==> src/sv/hbkd_pkg.sv <==
// Shared types, constants and the scan-code translation table of the boot
// keyboard report decoder. No dependencies.
`default_nettype none

package hbkd_pkg;

	// Number of key slots carried by one boot-protocol report.
	localparam int SLOT_COUNT = 6;

	typedef logic [7:0] key_code_t;
	typedef logic [6:0] ascii_t;
	typedef logic [SLOT_COUNT-1:0] slot_mask_t;
	typedef key_code_t [SLOT_COUNT-1:0] key_row_t;
	typedef ascii_t [SLOT_COUNT-1:0] ascii_row_t;

	// What one lane reports about its slot.
	typedef struct packed {
		logic   emit;
		ascii_t char_code;
	} lane_result_t;

	// Characters produced by the table.
	localparam ascii_t CH_BANG      = 7'h21;
	localparam ascii_t CH_LOWER_A   = 7'h61;
	localparam ascii_t CH_DIGIT_1   = 7'h31;
	localparam ascii_t CH_DIGIT_0   = 7'h30;
	localparam ascii_t CH_NEWLINE   = 7'h0a;
	localparam ascii_t CH_BACKSPACE = 7'h08;
	localparam ascii_t CH_TAB       = 7'h09;
	localparam ascii_t CH_SPACE     = 7'h20;
	localparam ascii_t CH_MINUS     = 7'h2d;
	localparam ascii_t CH_EQUALS    = 7'h3d;
	localparam ascii_t CH_LBRACKET  = 7'h5b;
	localparam ascii_t CH_RBRACKET  = 7'h5d;
	localparam ascii_t CH_BACKSLASH = 7'h5c;
	localparam ascii_t CH_SEMICOLON = 7'h3b;
	localparam ascii_t CH_QUOTE     = 7'h27;
	localparam ascii_t CH_COMMA     = 7'h2c;
	localparam ascii_t CH_PERIOD    = 7'h2e;
	localparam ascii_t CH_SLASH     = 7'h2f;
	localparam ascii_t CH_NUL       = 7'h00;

	// Usage codes that bound the letter and digit runs.
	localparam key_code_t CODE_A      = 8'd4;
	localparam key_code_t CODE_Z      = 8'd29;
	localparam key_code_t CODE_1      = 8'd30;
	localparam key_code_t CODE_9      = 8'd38;
	localparam key_code_t CODE_0      = 8'd39;
	localparam key_code_t CODE_ENTER  = 8'd40;
	localparam key_code_t CODE_BKSP   = 8'd42;
	localparam key_code_t CODE_TAB    = 8'd43;
	localparam key_code_t CODE_SPACE  = 8'd44;
	localparam key_code_t CODE_MINUS  = 8'd45;
	localparam key_code_t CODE_EQUAL  = 8'd46;
	localparam key_code_t CODE_LBRACK = 8'd47;
	localparam key_code_t CODE_RBRACK = 8'd48;
	localparam key_code_t CODE_BSLASH = 8'd49;
	localparam key_code_t CODE_SEMI   = 8'd51;
	localparam key_code_t CODE_QUOTE  = 8'd52;
	localparam key_code_t CODE_COMMA  = 8'd54;
	localparam key_code_t CODE_PERIOD = 8'd55;
	localparam key_code_t CODE_SLASH  = 8'd56;

	// Scan-code to character table. Codes with the top bit set give NUL;
	// anything without its own character gives an exclamation mark.
	function automatic ascii_t translate_code(input key_code_t code);
		key_code_t offset;
		ascii_t    result;
		offset = 8'd0;
		result = CH_BANG;
		if (code[7]) begin
			result = CH_NUL;
		end else if (code >= CODE_A && code <= CODE_Z) begin
			offset = code - CODE_A;
			result = CH_LOWER_A + offset[6:0];
		end else if (code >= CODE_1 && code <= CODE_9) begin
			offset = code - CODE_1;
			result = CH_DIGIT_1 + offset[6:0];
		end else begin
			case (code)
				CODE_0:      result = CH_DIGIT_0;
				CODE_ENTER:  result = CH_NEWLINE;
				CODE_BKSP:   result = CH_BACKSPACE;
				CODE_TAB:    result = CH_TAB;
				CODE_SPACE:  result = CH_SPACE;
				CODE_MINUS:  result = CH_MINUS;
				CODE_EQUAL:  result = CH_EQUALS;
				CODE_LBRACK: result = CH_LBRACKET;
				CODE_RBRACK: result = CH_RBRACKET;
				CODE_BSLASH: result = CH_BACKSLASH;
				CODE_SEMI:   result = CH_SEMICOLON;
				CODE_QUOTE:  result = CH_QUOTE;
				CODE_COMMA:  result = CH_COMMA;
				CODE_PERIOD: result = CH_PERIOD;
				CODE_SLASH:  result = CH_SLASH;
				default:     result = CH_BANG;
			endcase
		end
		return result;
	endfunction

endpackage

`default_nettype wire

==> src/sv/hbkd_lane.sv <==
// One slot lane: decides whether its key is reported and translates it.
// Depends on hbkd_pkg.
`default_nettype none

module hbkd_lane
	import hbkd_pkg::*;
(
	input  key_code_t    code,
	input  key_row_t     prev_keys,
	input  logic         same_report,
	output lane_result_t result
);

	logic [SLOT_COUNT-1:0] hit;
	logic                  seen;

	// Look for this code anywhere in the previous report.
	always_comb begin
		for (int j = 0; j < SLOT_COUNT; j++) begin
			hit[j] = (code == prev_keys[j]);
		end
	end
	assign seen = |hit;

	// Empty slots never report; a repeated report reports every key.
	assign result.emit      = (code != 8'd0) && (same_report || !seen);
	assign result.char_code = translate_code(code);

endmodule

`default_nettype wire

==> src/sv/hbkd_serializer.sv <==
// Merging stage: holds the lane results of one report and hands the
// characters out one per item in slot order. Depends on hbkd_pkg.
`default_nettype none

module hbkd_serializer
	import hbkd_pkg::*;
(
	input  logic       clk,
	input  logic       arst_n,
	input  logic       load,
	input  slot_mask_t load_mask,
	input  ascii_row_t load_chars,
	output logic       busy,
	output logic       final_pending,
	output ascii_t     char_code,
	output logic       last,
	input  logic       take
);

	slot_mask_t mask_q;
	ascii_row_t chars_q;
	slot_mask_t pick;
	slot_mask_t remaining;

	// Lowest pending slot goes first.
	assign pick      = mask_q & (~mask_q + 1'b1);
	assign remaining = mask_q & ~pick;
	assign busy      = |mask_q;
	assign last      = (remaining == '0);
	assign final_pending = busy && last;

	always_comb begin
		char_code = '0;
		for (int i = 0; i < SLOT_COUNT; i++) begin
			if (pick[i]) begin
				char_code = char_code | chars_q[i];
			end
		end
	end

	// Pending slots: reload on a new report, otherwise retire the one taken.
	always_ff @(posedge clk or negedge arst_n) begin
		if (!arst_n) begin
			mask_q <= '0;
		end else if (load) begin
			mask_q <= load_mask;
		end else if (take && busy) begin
			mask_q <= remaining;
		end
	end

	// Character payload needs no reset.
	always_ff @(posedge clk) begin
		if (load) begin
			chars_q <= load_chars;
		end
	end

endmodule

`default_nettype wire

==> src/sv/hid_boot_keyboard_report_decoder.sv <==
// Top level of the boot keyboard report decoder. Depends on hbkd_pkg,
// hbkd_lane and hbkd_serializer.
`default_nettype none

// Each input item is the six key slots of one boot-protocol keyboard report.
// Six lanes compare their slot against the previous report in the cycle the
// item is accepted; the merging stage then puts out one character per cycle
// while out_ready is high, in slot order, with last_of_report on the final
// one. A report has 0 to 6 characters to emit, and the next report is
// accepted in the same cycle as the final character leaves, so a new report
// is not taken while the merging stage still holds characters of the last.
// A report with nothing to emit gives no output item and still becomes the
// previous report.
module hid_boot_keyboard_report_decoder
	import hbkd_pkg::*;
(
	input  logic       clk,
	input  logic       arst_n,
	input  logic       in_valid,
	output logic       in_ready,
	input  logic [7:0] key_slot_0,
	input  logic [7:0] key_slot_1,
	input  logic [7:0] key_slot_2,
	input  logic [7:0] key_slot_3,
	input  logic [7:0] key_slot_4,
	input  logic [7:0] key_slot_5,
	output logic       out_valid,
	input  logic       out_ready,
	output logic [6:0] ascii_char,
	output logic       last_of_report
);

	key_row_t     cur_keys;
	key_row_t     prev_keys_q;
	logic         same_report;
	lane_result_t lane_res [SLOT_COUNT];
	slot_mask_t   emit_mask;
	ascii_row_t   lane_chars;
	logic         accept;
	logic         busy;
	logic         final_pending;

	assign cur_keys = {key_slot_5, key_slot_4, key_slot_3,
		key_slot_2, key_slot_1, key_slot_0};

	// A report identical to the previous one is a key repeat.
	assign same_report = (cur_keys == prev_keys_q);

	// Lanes, one per slot.
	for (genvar i = 0; i < SLOT_COUNT; i++) begin : g_lane
		hbkd_lane u_lane (
			.code        (cur_keys[i]),
			.prev_keys   (prev_keys_q),
			.same_report (same_report),
			.result      (lane_res[i])
		);
		assign emit_mask[i]  = lane_res[i].emit;
		assign lane_chars[i] = lane_res[i].char_code;
	end

	// Take a new report when idle or as the last character leaves.
	assign in_ready = !busy || (final_pending && out_ready);
	assign accept   = in_valid && in_ready;

	// The accepted report becomes the reference for the next one.
	always_ff @(posedge clk or negedge arst_n) begin
		if (!arst_n) begin
			prev_keys_q <= '0;
		end else if (accept) begin
			prev_keys_q <= cur_keys;
		end
	end

	hbkd_serializer u_serializer (
		.clk           (clk),
		.arst_n        (arst_n),
		.load          (accept),
		.load_mask     (emit_mask),
		.load_chars    (lane_chars),
		.busy          (busy),
		.final_pending (final_pending),
		.char_code     (ascii_char),
		.last          (last_of_report),
		.take          (out_ready)
	);

	assign out_valid = busy;

endmodule

`default_nettype wire

==> config.mk <==
export PLATFORM = sky130hd
export DESIGN_NAME = hid_boot_keyboard_report_decoder
export DESIGN_NICKNAME = d
export VERILOG_FILES = /design/src/sv/hbkd_pkg.sv /design/src/sv/hbkd_lane.sv /design/src/sv/hbkd_serializer.sv /design/src/sv/hid_boot_keyboard_report_decoder.sv
export SDC_FILE = /design/constraint.sdc
export NUM_CORES = 1
export LEC_CHECK = 0
export BUFFER_PORTS_ARGS = -buffer_cell sky130_fd_sc_hd__buf_2
export CORE_UTILIZATION = 60
export CTS_BUF_LIST = sky130_fd_sc_hd__clkbuf_16
export CTS_CLUSTER_DIAMETER = 100
export CTS_CLUSTER_SIZE = 30
export DETAILED_ROUTE_END_ITERATION = 6
export PLACE_DENSITY = 0.77
export SKIP_LAST_GASP = 1
export SYNTH_ARGS = -nofsm -noshare
export SYNTH_HDL_FRONTEND = slang
export SYNTH_SLANG_ARGS = --single-unit
==> constraint.sdc <==
create_clock -name clk -period 2.74 [get_ports clk]
set_clock_uncertainty 0.05 [all_clocks]
set_input_delay 0.274 -clock clk [delete_from_list [all_inputs] [get_ports clk]]
set_output_delay 0.274 -clock clk [all_outputs]
set_load 0.05 [all_outputs]
==> impl_metrics.env, run 1 <==
export IMPL_run_status="complete, no violations"
export IMPL_ys_flop_type="dfrtp_1"
export IMPL_tightest_slew_ps=842
export IMPL_leakage_nw=4.50
export IMPL_reg2reg_from="prev_keys_q[34]"
export IMPL_post_place_ws_ps=158
export IMPL_timing_hold_ws_ps=160
export IMPL_slew_headroom=0.439
export IMPL_cp_required_ps=2990
export IMPL_crit_path_end_kind="flop"
export IMPL_row_count=48
export IMPL_min_delay_start="key_slot_4[4]"
export IMPL_dieHeight_microns=136
export IMPL_route_detailed_vias_per_inst=6.54
export IMPL_finalNetCount=1395
export IMPL_die_area_sq_um=18600
export IMPL_setup_ws_ps=125
export IMPL_final_cell_mix="xnor2_1, xor2_1, nand2_1, buf_4, o21ai_0"
export IMPL_syn_avg_cell_area_sq_um=8.38
export IMPL_setup_violations_final=0
export IMPL_grt_pass1_vias=9276
export IMPL_synth_compound_area_frac=0.160
export IMPL_yosysTopAreaCellShare=0.125
export IMPL_drive_above_1_share=0.139
export IMPL_hold_class="input port to flop"
export IMPL_synthSimpleGateAreaFrac=0.163
export IMPL_die_x_microns=136
export IMPL_antenna_found_initial=0
export IMPL_clkTransAtPathRegs_ps=70
export IMPL_synth_top_family_by_area="XOR/XNOR gates"
export IMPL_htreeDepth=3
export IMPL_final_hold_viol_count=0
export IMPL_antenna_cells=0
export IMPL_tns_ps=0
export IMPL_path_max_fanout=7
export IMPL_rrSetupSlack_ps=120
export IMPL_io_buffers=61
export IMPL_grt_remaining_overflow=0
export IMPL_synth_warnings=0
export IMPL_cts_inserted_buffers=9
export IMPL_irDropWorstVdd_uv=1420
export IMPL_grt_use_total=0.360
export IMPL_synthAdderAreaFrac=0.0552
export IMPL_drt_iter0_drc=1291
export IMPL_ys_seq_area_frac=0.241
export IMPL_powerDensity_nw_per_um2=850
export IMPL_synth_seq_cells=96
export IMPL_syn_inst=1293
export IMPL_synth_nets=1392
export IMPL_final_max_slew_violation_count=0
export IMPL_synth_xor_area_share=0.243
export IMPL_grt_max_degree=59
export IMPL_clockRootBuffer="clkbuf_16"
export IMPL_final_common_cell="xnor2_1"
export IMPL_dp_hpwl_microns=23700
export IMPL_synth_area_top_cells="dfrtp_1, xnor2_1, xor2_1, edfxtp_1, ha_1"
export IMPL_ios=62
export IMPL_grt_pass1_wl_microns=50600
export IMPL_coreArea_sq_um=17500
export IMPL_synth_cell_area_sq_um=10800
export IMPL_cts_tree="yes"
export IMPL_drt_pass1_iterations=5
export IMPL_hold_end="prev_keys_q[36]"
export IMPL_remaining_drc_errors=0
export IMPL_async_reset_ff_frac=0.563
export IMPL_post_drt_wl_per_cell_microns=21.5
export IMPL_post_route_period_util=0.954
export IMPL_initial_core_util=0.620
export IMPL_place_congestion=1.01
export IMPL_fill_cells=1412
export IMPL_totalWireLength_microns=32700
export IMPL_final_cells=1526
export IMPL_arrival_ps=2870
export IMPL_cts_num_sinks=96
export IMPL_synth_mux_area_frac=0.0656
export IMPL_yosysTopAreaCell="dfrtp_1"
export IMPL_grt_setup_unrepaired="false"
export IMPL_max_freq_mhz=382
export IMPL_synth_edff_count=42
export IMPL_syn_to_final_growth_pct=7.45
export IMPL_path_class="flop to flop"
export IMPL_ys_types=69
export IMPL_cts_setup_buffers=0
export IMPL_cts_buffer_depth=2
export IMPL_r2r_end="u_serializer.mask_q[1]"
export IMPL_reg2reg_depth=6
export IMPL_insertion_delay_ps=370
export IMPL_start_kind="flop"
export IMPL_vias=9983
export IMPL_ant_nets=0
export IMPL_cap_viol_max_count=0
export IMPL_min_period_ps=2620
export IMPL_worstHoldPathCells=2
export IMPL_placedCellCount=1509
## cell usage after synthesis, types with 5 or more instances
cell type,instances
dfrtp_1,54
clkbuf_1,63
o32ai_1,7
o21ai_0,76
buf_6,6
nor3_1,22
inv_1,24
a21boi_0,5
nand3_1,12
mux2i_1,17
nand2_1,102
buf_1,24
a221oi_1,10
buf_2,44
o22ai_1,14
or2_2,6
mux2_1,43
nor2_1,69
buf_4,11
edfxtp_1,42
nor2b_1,11
nand4_1,42
nor4_1,35
o211ai_1,9
nor3b_1,5
xor2_1,149
a32o_1,7
a21oi_1,61
o221ai_1,5
nand2b_1,16
or3b_2,6
a31oi_1,8
xnor2_1,151
a22oi_1,10
ha_1,47
o31ai_1,9
a311oi_1,5
mux2_2,5
## routing by layer
| layer | wire length [microns] | vias to the layer above | global-route usage |
|---|---|---|---|
| met4 | 1280 | 0 | 0.149 |
| met3 | 3450 | 109 | 0.0794 |
| met1 | 13400 | 4727 | 0.485 |
| li1 | - | 4534 | - |
| met2 | 14600 | 613 | 0.554 |
| met5 | 0 | - | 0 |
## flip-flops by register name, indices dropped and copies added, names as in the netlist
signal and count:
u_serializer.chars_q 42, prev_keys_q 48, u_serializer.mask_q 6
## report_power, final
| group | total (W) | leakage (nW) | internal [W] | switching [W] |
|---|---|---|---|---|
| combinational | 0.00564 | 3.32 | 0.00244 | 0.00320 |
| clock | 0.00129 | 0.139 | 0.000642 | 0.000643 |
| sequential | 0.00296 | 1.04 | 0.00209 | 0.000867 |
## cell type report
cell class                 instances  area, sq um  area share
multi-input combinational       1025         7430       0.639
sequential                        96         2610       0.224
timing repair buffer             140          926      0.0796
tap                              225          282      0.0242
clock buffer                       9          225      0.0194
inverter                          24         90.1     0.00774
clock inverter                     7         71.3     0.00613
## stage by stage
step	instance area, sq um	util	total power (W)
2_1_floorplan	10800	-	0.00704
3_3_place_gp	11300	0.648	0.00831
3_5_place_dp	11300	0.648	0.00848
4_1_cts	11600	0.666	0.00979
5_1_grt	11600	0.666	0.0104
6_report	11600	0.666	0.00989
## what timing repair did
action                    CTS  global route
hold buffers                1             0
hold endpoints to repair   33             0
resized for setup           0             0
## worst max path at each step
stage	from	endpoint	slack [ps]	cells past startpoint
2_1_floorplan	u_serializer.mask_q[2]	last_of_report	120	6
3_3_place_gp	prev_keys_q[4]	u_serializer.mask_q[1]	220	6
3_5_place_dp	prev_keys_q[4]	u_serializer.mask_q[1]	160	6
4_1_cts	prev_keys_q[4]	u_serializer.mask_q[1]	160	6
5_1_grt	u_serializer.mask_q[2]	ascii_char[0]	30	6
6_report	prev_keys_q[34]	u_serializer.mask_q[1]	120	6
## kinds of logic (layout without fill, tap and decap cells)
group	count (synthesis)	in the layout
fa+ha+maj	48	48
flops	96	96
xor+xnor	300	300
compound gates	266	266
simple gates	346	346
mux	65	65
buf+inv	172	180
## worst max-delay path, stage by stage, from the launching register on
cell and delay (ps):
dfrtp_1 520, xor2_1 230, nor4_2 470, nand4_1 170
or4_1 730, o31ai_1 160, a32o_1 220
Power figures use the tool's default switching activity.
==> inputs of run 2 (changes only) <==
--- a/config.mk
+++ b/config.mk
@@ -5,13 +5,14 @@
 export SDC_FILE = /design/constraint.sdc
 export NUM_CORES = 1
 export LEC_CHECK = 0
+export ABC_AREA = 1
 export BUFFER_PORTS_ARGS = -buffer_cell sky130_fd_sc_hd__buf_2
 export CORE_UTILIZATION = 60
 export CTS_BUF_LIST = sky130_fd_sc_hd__clkbuf_16
 export CTS_CLUSTER_DIAMETER = 100
 export CTS_CLUSTER_SIZE = 30
 export DETAILED_ROUTE_END_ITERATION = 6
-export PLACE_DENSITY = 0.77
+export PLACE_DENSITY = 0.76
 export SKIP_LAST_GASP = 1
 export SYNTH_ARGS = -nofsm -noshare
 export SYNTH_HDL_FRONTEND = slang
==> constraint.sdc (replaced) <==
create_clock -name clk -period 3.1 [get_ports clk]
set_clock_uncertainty 0.05 [all_clocks]
set_input_delay 0.31 -clock clk [delete_from_list [all_inputs] [get_ports clk]]
set_output_delay 0.31 -clock clk [all_outputs]
set_load 0.05 [all_outputs]
==> impl_metrics.env, run 2 <==
export IMPL_setup_violations_final=0
export IMPL_setup_ws_ps=383
export IMPL_row_count=51
export IMPL_sequentialPowerShare=0.274
export IMPL_irDropWorstVdd_uv=449
export IMPL_grt_max_degree=103
export IMPL_swShare=0.576
export IMPL_worstPathCellList="nor2_4 -> nand2_1 -> nor2_1 -> a21oi_1 -> nand3_1 -> buf_2"
export IMPL_tns_ps=0
export IMPL_cts_inserted_buffers=9
export IMPL_grt_pass1_vias=12200
export IMPL_r2r_end="u_serializer.mask_q[2]"
export IMPL_synth_seq_cells=96
export IMPL_min_period_ps=2720
export IMPL_cts_tree="yes"
export IMPL_dieHeight_microns=144
export IMPL_clockRootBuffer="clkbuf_16"
export IMPL_drive_above_1_share=0.0760
export IMPL_worst_path_stages=6
export IMPL_final_hold_viol_count=0
export IMPL_synth_warnings=0
export IMPL_crit_family="simple AND/OR/NAND/NOR gates"
export IMPL_insertion_delay_ps=380
export IMPL_final_cell_mix="nand2_1, nor2_1, inv_1, a21oi_1, o21ai_0"
export IMPL_ant_nets=0
export IMPL_clkTransAtPathRegs_ps=70
export IMPL_dp_hpwl_microns=36600
export IMPL_route_detailed_vias_per_inst=5.99
export IMPL_leakage_nw=6.62
export IMPL_powerDensity_nw_per_um2=733
export IMPL_synth_edff_count=42
export IMPL_finalNetCount=2185
export IMPL_largest_registers="prev_keys_q (48), u_serializer.chars_q (42), u_serializer.mask_q (6)"
export IMPL_rrSetupSlack_ps=580
export IMPL_post_drt_wl_per_cell_microns=21.5
export IMPL_coreArea_sq_um=19600
export IMPL_final_max_slew_violation_count=0
export IMPL_slew_headroom=0.497
export IMPL_clockPowerShare=0.129
export IMPL_combinationalPowerShare=0.597
export IMPL_hold_class="input port to flop"
export IMPL_crit_slowest_cell="dfrtp_1"
export IMPL_totalWireLength_microns=50800
export IMPL_post_route_period_util=0.876
export IMPL_cts_num_sinks=96
export IMPL_synth_area_top_cells="nand2_1, dfrtp_1, edfxtp_1, nor2_1, inv_1"
export IMPL_antenna_found_initial=2
export IMPL_cp_required_ps=2740
export IMPL_regMostFlops="prev_keys_q"
export IMPL_post_place_ws_ps=556
export IMPL_cap_viol_max_count=0
export IMPL_path_max_fanout=17
export IMPL_post_cts_resized=0
export IMPL_reg2reg_from="prev_keys_q[31]"
export IMPL_place_congestion=1.10
export IMPL_grt_remaining_overflow=0
export IMPL_yosysTopAreaCell="nand2_1"
export IMPL_cts_buffer_depth=2
export IMPL_reg2reg_depth=12
export IMPL_ys_seq_area_frac=0.217
export IMPL_htreeDepth=3
export IMPL_arrival_ps=2360
export IMPL_synth_cell_area_sq_um=12000
export IMPL_die_area_sq_um=20600
export IMPL_grt_use_total=0.500
export IMPL_fill_cells=1901
export IMPL_remaining_drc_errors=0
export IMPL_p_int_w=0.00391
export IMPL_synth_nets=2212
export IMPL_final_common_cell="nand2_1"
export IMPL_critPathMaxStageDelay_ps=540
export IMPL_syn_avg_cell_area_sq_um=5.70
export IMPL_vias=14100
export IMPL_placedCellCount=2339
export IMPL_syn_inst=2113
export IMPL_path_class="flop to output pin"
export IMPL_run_status="complete, no violations"
export IMPL_ys_types=41
export IMPL_power_switching_w=0.00531
export IMPL_ys_flop_type="dfrtp_1"
export IMPL_ys_top_cells_by_count="nand2_1, nor2_1, inv_1"
export IMPL_largest_reg_flops=48
export IMPL_synth_most_common_cell="nand2_1"
export IMPL_path_buf_inv=1
export IMPL_io_buffers=61
export IMPL_die_x_microns=144
export IMPL_cp_endpoint="ascii_char[0]"
export IMPL_final_util=0.642
export IMPL_cts_setup_buffers=0
export IMPL_ios=62
export IMPL_final_cells=2356
export IMPL_drt_iter0_drc=2081
export IMPL_antenna_cells=0
export IMPL_tightest_slew_ps=754
export IMPL_syn_to_final_growth_pct=4.52
export IMPL_grt_pass1_wl_microns=74700
export IMPL_grt_setup_unrepaired="false"
export IMPL_critPathLaunch="u_serializer.mask_q[0]"
export IMPL_initial_core_util=0.614
export IMPL_start_kind="flop"
export IMPL_max_freq_mhz=368
export IMPL_yosysTopAreaCellShare=0.278
export IMPL_crit_path_end_kind="output pin"
export IMPL_drt_pass1_iterations=7
export IMPL_async_reset_ff_frac=0.563
## run 2: cell types whose count changed in the layout (fill, tap and decap cells not counted), moves of 17 or more
cell | before | now
nand4_1 | 42 | 21
nor2_1 | 69 | 276
buf_4 | 76 | 40
nor4_1 | 35 | 4
nand3_1 | 12 | 64
nand2_1 | 102 | 892
mux2i_1 | 17 | 0
inv_1 | 24 | 170
o21ai_2 | 0 | 29
xnor2_1 | 151 | 33
a21oi_1 | 61 | 81
mux2_1 | 43 | 0
xor2_1 | 149 | 58
## run 2: cell families (layout without fill, tap and decap cells)
family | after synthesis | count (layout) | share of synthesized area
XOR/XNOR | 91 | 91 | 0.0662
flip-flops | 96 | 96 | 0.217
AND/OR/NAND/NOR | 1288 | 1288 | 0.419
AO/OA/AOI/OAI | 266 | 266 | 0.131
buffers and inverters | 325 | 303 | 0.118
adder cells (fa/ha/maj) | 47 | 47 | 0.0489
## run 2: power groups by stage
stage / Clock, W / Sequential, W / Combinational [W]
after global routing: 0.00124 / 0.00250 / 0.00587
final: 0.00119 / 0.00253 / 0.00550
after floorplan: 0 / 0.00178 / 0.00398
after global placement: 0 / 0.00245 / 0.00512
after CTS: 0.00119 / 0.00244 / 0.00520
after detailed placement: 0 / 0.00247 / 0.00518
## run 2: worst min-delay path, stage by stage
cell	delay [ps]
buf_2	120
o21ai_2	120
nand2_1	90
nand2_1	50
## run 2: layout make-up
cell class,instances,area [sq um],share of cell area
clock inverter,7,76.3,0.00607
clock buffer,9,225,0.0179
multi-input combinational,1692,8010,0.637
timing repair buffer,103,636,0.0505
tap,265,332,0.0264
sequential,96,2610,0.208
inverter,184,691,0.0549
## run 2: per-layer routing
layer  share of wire  routed length, microns  vias up  global-route usage
met5         0.00026                      13        -                   0
met3            0.17                    8450      239               0.211
met1            0.37                   18700     6233               0.634
met2            0.39                   19900     1099               0.689
met4           0.074                    3740        2               0.323
li1                -                       -     6549                   -
## run 2: how the worst min path moves through the flow
stage | cells after the start | endpoint | start | slack [ps]
after CTS | 4 | u_serializer.mask_q[0] | in_valid | 310
final | 4 | u_serializer.mask_q[0] | in_valid | 320
after floorplan | 0 | prev_keys_q[0] | arst_n | -40
after detailed placement | 1 | prev_keys_q[17] | arst_n | 360
after global placement | 1 | prev_keys_q[17] | arst_n | 350
after global routing | 4 | u_serializer.mask_q[0] | in_valid | 360
## run 2: what timing repair did
| item | in CTS | in global routing |
|---|---|---|
| hold buffers | 1 | 0 |
| hold endpoints to repair | 27 | 0 |
| endpoints found under the setup margin | 0 | 0 |
## run 2: stage by stage
stage | hold slack [ps] | cell area, sq um | total power, W
after floorplan | -35.6 | 12000 | 0.00576
after detailed placement | 364 | 12300 | 0.00764
after CTS | 312 | 12600 | 0.00883
after global placement | 351 | 12300 | 0.00757
final | 320 | 12600 | 0.00922
after global routing | 358 | 12600 | 0.00961
==> inputs of run 3 (changes only) <==
--- a/config.mk
+++ b/config.mk
@@ -5,14 +5,14 @@
 export SDC_FILE = /design/constraint.sdc
 export NUM_CORES = 1
 export LEC_CHECK = 0
-export ABC_AREA = 1
 export BUFFER_PORTS_ARGS = -buffer_cell sky130_fd_sc_hd__buf_2
+export CORE_MARGIN = 4
 export CORE_UTILIZATION = 60
 export CTS_BUF_LIST = sky130_fd_sc_hd__clkbuf_16
 export CTS_CLUSTER_DIAMETER = 100
 export CTS_CLUSTER_SIZE = 30
 export DETAILED_ROUTE_END_ITERATION = 6
-export PLACE_DENSITY = 0.76
+export PLACE_DENSITY = 0.77
 export SKIP_LAST_GASP = 1
 export SYNTH_ARGS = -nofsm -noshare
 export SYNTH_HDL_FRONTEND = slang
==> impl_metrics.env, run 3 (synthesized netlist as in run 1, its figures left out) <==
export IMPL_run_status="complete, no violations"
export IMPL_die_x_microns=142
export IMPL_cts_setup_buffers=0
export IMPL_grt_max_degree=56
export IMPL_grt_pass1_vias=9179
export IMPL_initial_core_util=0.620
export IMPL_cts_buffer_depth=2
export IMPL_cts_tree="yes"
export IMPL_final_max_slew_violation_count=0
export IMPL_path_max_fanout=19
export IMPL_cap_viol_max_count=0
export IMPL_drt_iter0_drc=1388
export IMPL_leakage_nw=4.27
export IMPL_cp_required_ps=2740
export IMPL_cp_endpoint="in_ready"
export IMPL_place_congestion=1.02
export IMPL_arrival_ps=2490
export IMPL_antenna_found_initial=0
export IMPL_cts_inserted_buffers=9
export IMPL_fill_cells=1468
export IMPL_dp_hpwl_microns=22800
export IMPL_post_route_period_util=0.921
export IMPL_tightest_slew_ps=895
export IMPL_final_cell_mix="xnor2_1, xor2_1, nand2_1, o21ai_0, nor2_1"
export IMPL_final_common_cell="xnor2_1"
export IMPL_path_class="flop to output pin"
export IMPL_ant_nets=0
export IMPL_io_buffers=61
export IMPL_cts_num_sinks=96
export IMPL_row_count=48
export IMPL_grt_remaining_overflow=0
export IMPL_start_kind="flop"
export IMPL_min_period_ps=2850
export IMPL_crit_path_end_kind="output pin"
export IMPL_ios=62
export IMPL_dieHeight_microns=142
export IMPL_largest_registers="prev_keys_q (48), u_serializer.chars_q (42), u_serializer.mask_q (6)"
export IMPL_clockRootBuffer="clkbuf_16"
export IMPL_hold_class="input port to flop"
export IMPL_largest_reg_flops=48
export IMPL_irDropWorstVdd_uv=782
export IMPL_grt_use_total=0.320
export IMPL_powerDensity_nw_per_um2=769
export IMPL_reg2reg_from="prev_keys_q[27]"
export IMPL_final_hold_viol_count=0
export IMPL_grt_pass1_wl_microns=51000
export IMPL_antenna_cells=0
export IMPL_drt_pass1_iterations=5
export IMPL_max_freq_mhz=350
export IMPL_totalWireLength_microns=32700
export IMPL_post_drt_wl_per_cell_microns=22.2
export IMPL_finalNetCount=1346
export IMPL_reg2reg_depth=6
export IMPL_rrSetupSlack_ps=350
export IMPL_multi_input_area_sq_um=7430
export IMPL_grt_setup_unrepaired="false"
export IMPL_syn_to_final_growth_pct=4.34
export IMPL_slew_headroom=0.402
export IMPL_insertion_delay_ps=360
export IMPL_setup_violations_final=0
export IMPL_worstHoldPathCells=3
export IMPL_htreeDepth=3
export IMPL_vias=9864
export IMPL_r2r_end="u_serializer.mask_q[0]"
export IMPL_die_area_sq_um=20300
export IMPL_tns_ps=0
export IMPL_critPathLaunch="u_serializer.mask_q[0]"
export IMPL_regMostFlops="prev_keys_q"
export IMPL_total_power_w=0.00869
export IMPL_clkTransAtPathRegs_ps=70
export IMPL_regArea_sq_um=2610
export IMPL_remaining_drc_errors=0
export IMPL_drive_above_1_share=0.105
export IMPL_coreArea_sq_um=17500
export IMPL_route_detailed_vias_per_inst=6.68
[run 3: cell types whose count changed in the layout (fill, tap and decap cells not counted), sizes merged, moves of 16 or more]
cell	previous run	this run
mux2	0	48
nor4	4	39
xnor2	33	151
o21ai	117	81
nand3	64	12
nand2	894	102
inv	180	26
nor2	278	69
nand2b	0	16
xor2	58	149
a21oi	81	61
mux2i	0	17
nand4	21	42
[run 3: worst min path at each step]
stage	from	endpoint	slack (ps)
6_report	out_ready	u_serializer.mask_q[0]	290
5_1_grt	out_ready	u_serializer.mask_q[0]	310
4_1_cts	out_ready	u_serializer.mask_q[0]	300
3_5_place_dp	arst_n	prev_keys_q[32]	330
3_3_place_gp	arst_n	prev_keys_q[33]	320
2_1_floorplan	arst_n	prev_keys_q[0]	-40
[run 3: power by group]
group	switching (W)	internal, W
sequential	0.00137	0.00184
combinational	0.00229	0.00194
clock	0.000540	0.000716
[run 3: cell type report]
type,instances,area share
Tap cell,225,0.0249
Clock inverter,7,0.00908
Multi-Input combinational cell,1025,0.658
Sequential cell,96,0.231
Timing Repair Buffer,91,0.0494
Clock buffer,9,0.0199
Inverter,24,0.00797
[run 3: worst max-delay path: stages, from the launching register on]
cell	delay, ps
dfrtp_1	580
or3_1	590
o21ai_1	130
nand2b_1	120
a21oi_1	160
nor2_1	50
o21ai_0	200
buf_2	310
[run 3: what timing repair did]
| item | in CTS | in global routing |
|---|---|---|
| gates resized for setup | 0 | 0 |
| hold endpoints to repair | 25 | 0 |
| hold buffers | 1 | 0 |
[run 3: per-stage QoR]
step	hold slack [ps]	util	instances	setup WS, ps	cell area (sq um)
floorplan	-35.6	-	1293	265	10800
finish	293	0.647	1477	245	11300
CTS	301	0.647	1477	268	11300
detailed placement	331	0.627	1460	440	11000
global placement	319	0.627	1460	488	11000
global route	309	0.647	1477	107	11300
[run 3: per-layer routing]
layer	part of all wire	vias to the layer above	wire length [microns]	global-route usage
li1	-	4431	-	-
met1	0.40	4682	13200	0.441
met2	0.44	641	14500	0.493
met3	0.11	110	3670	0.0662
met4	0.043	0	1400	0.134
met5	0	-	0	0
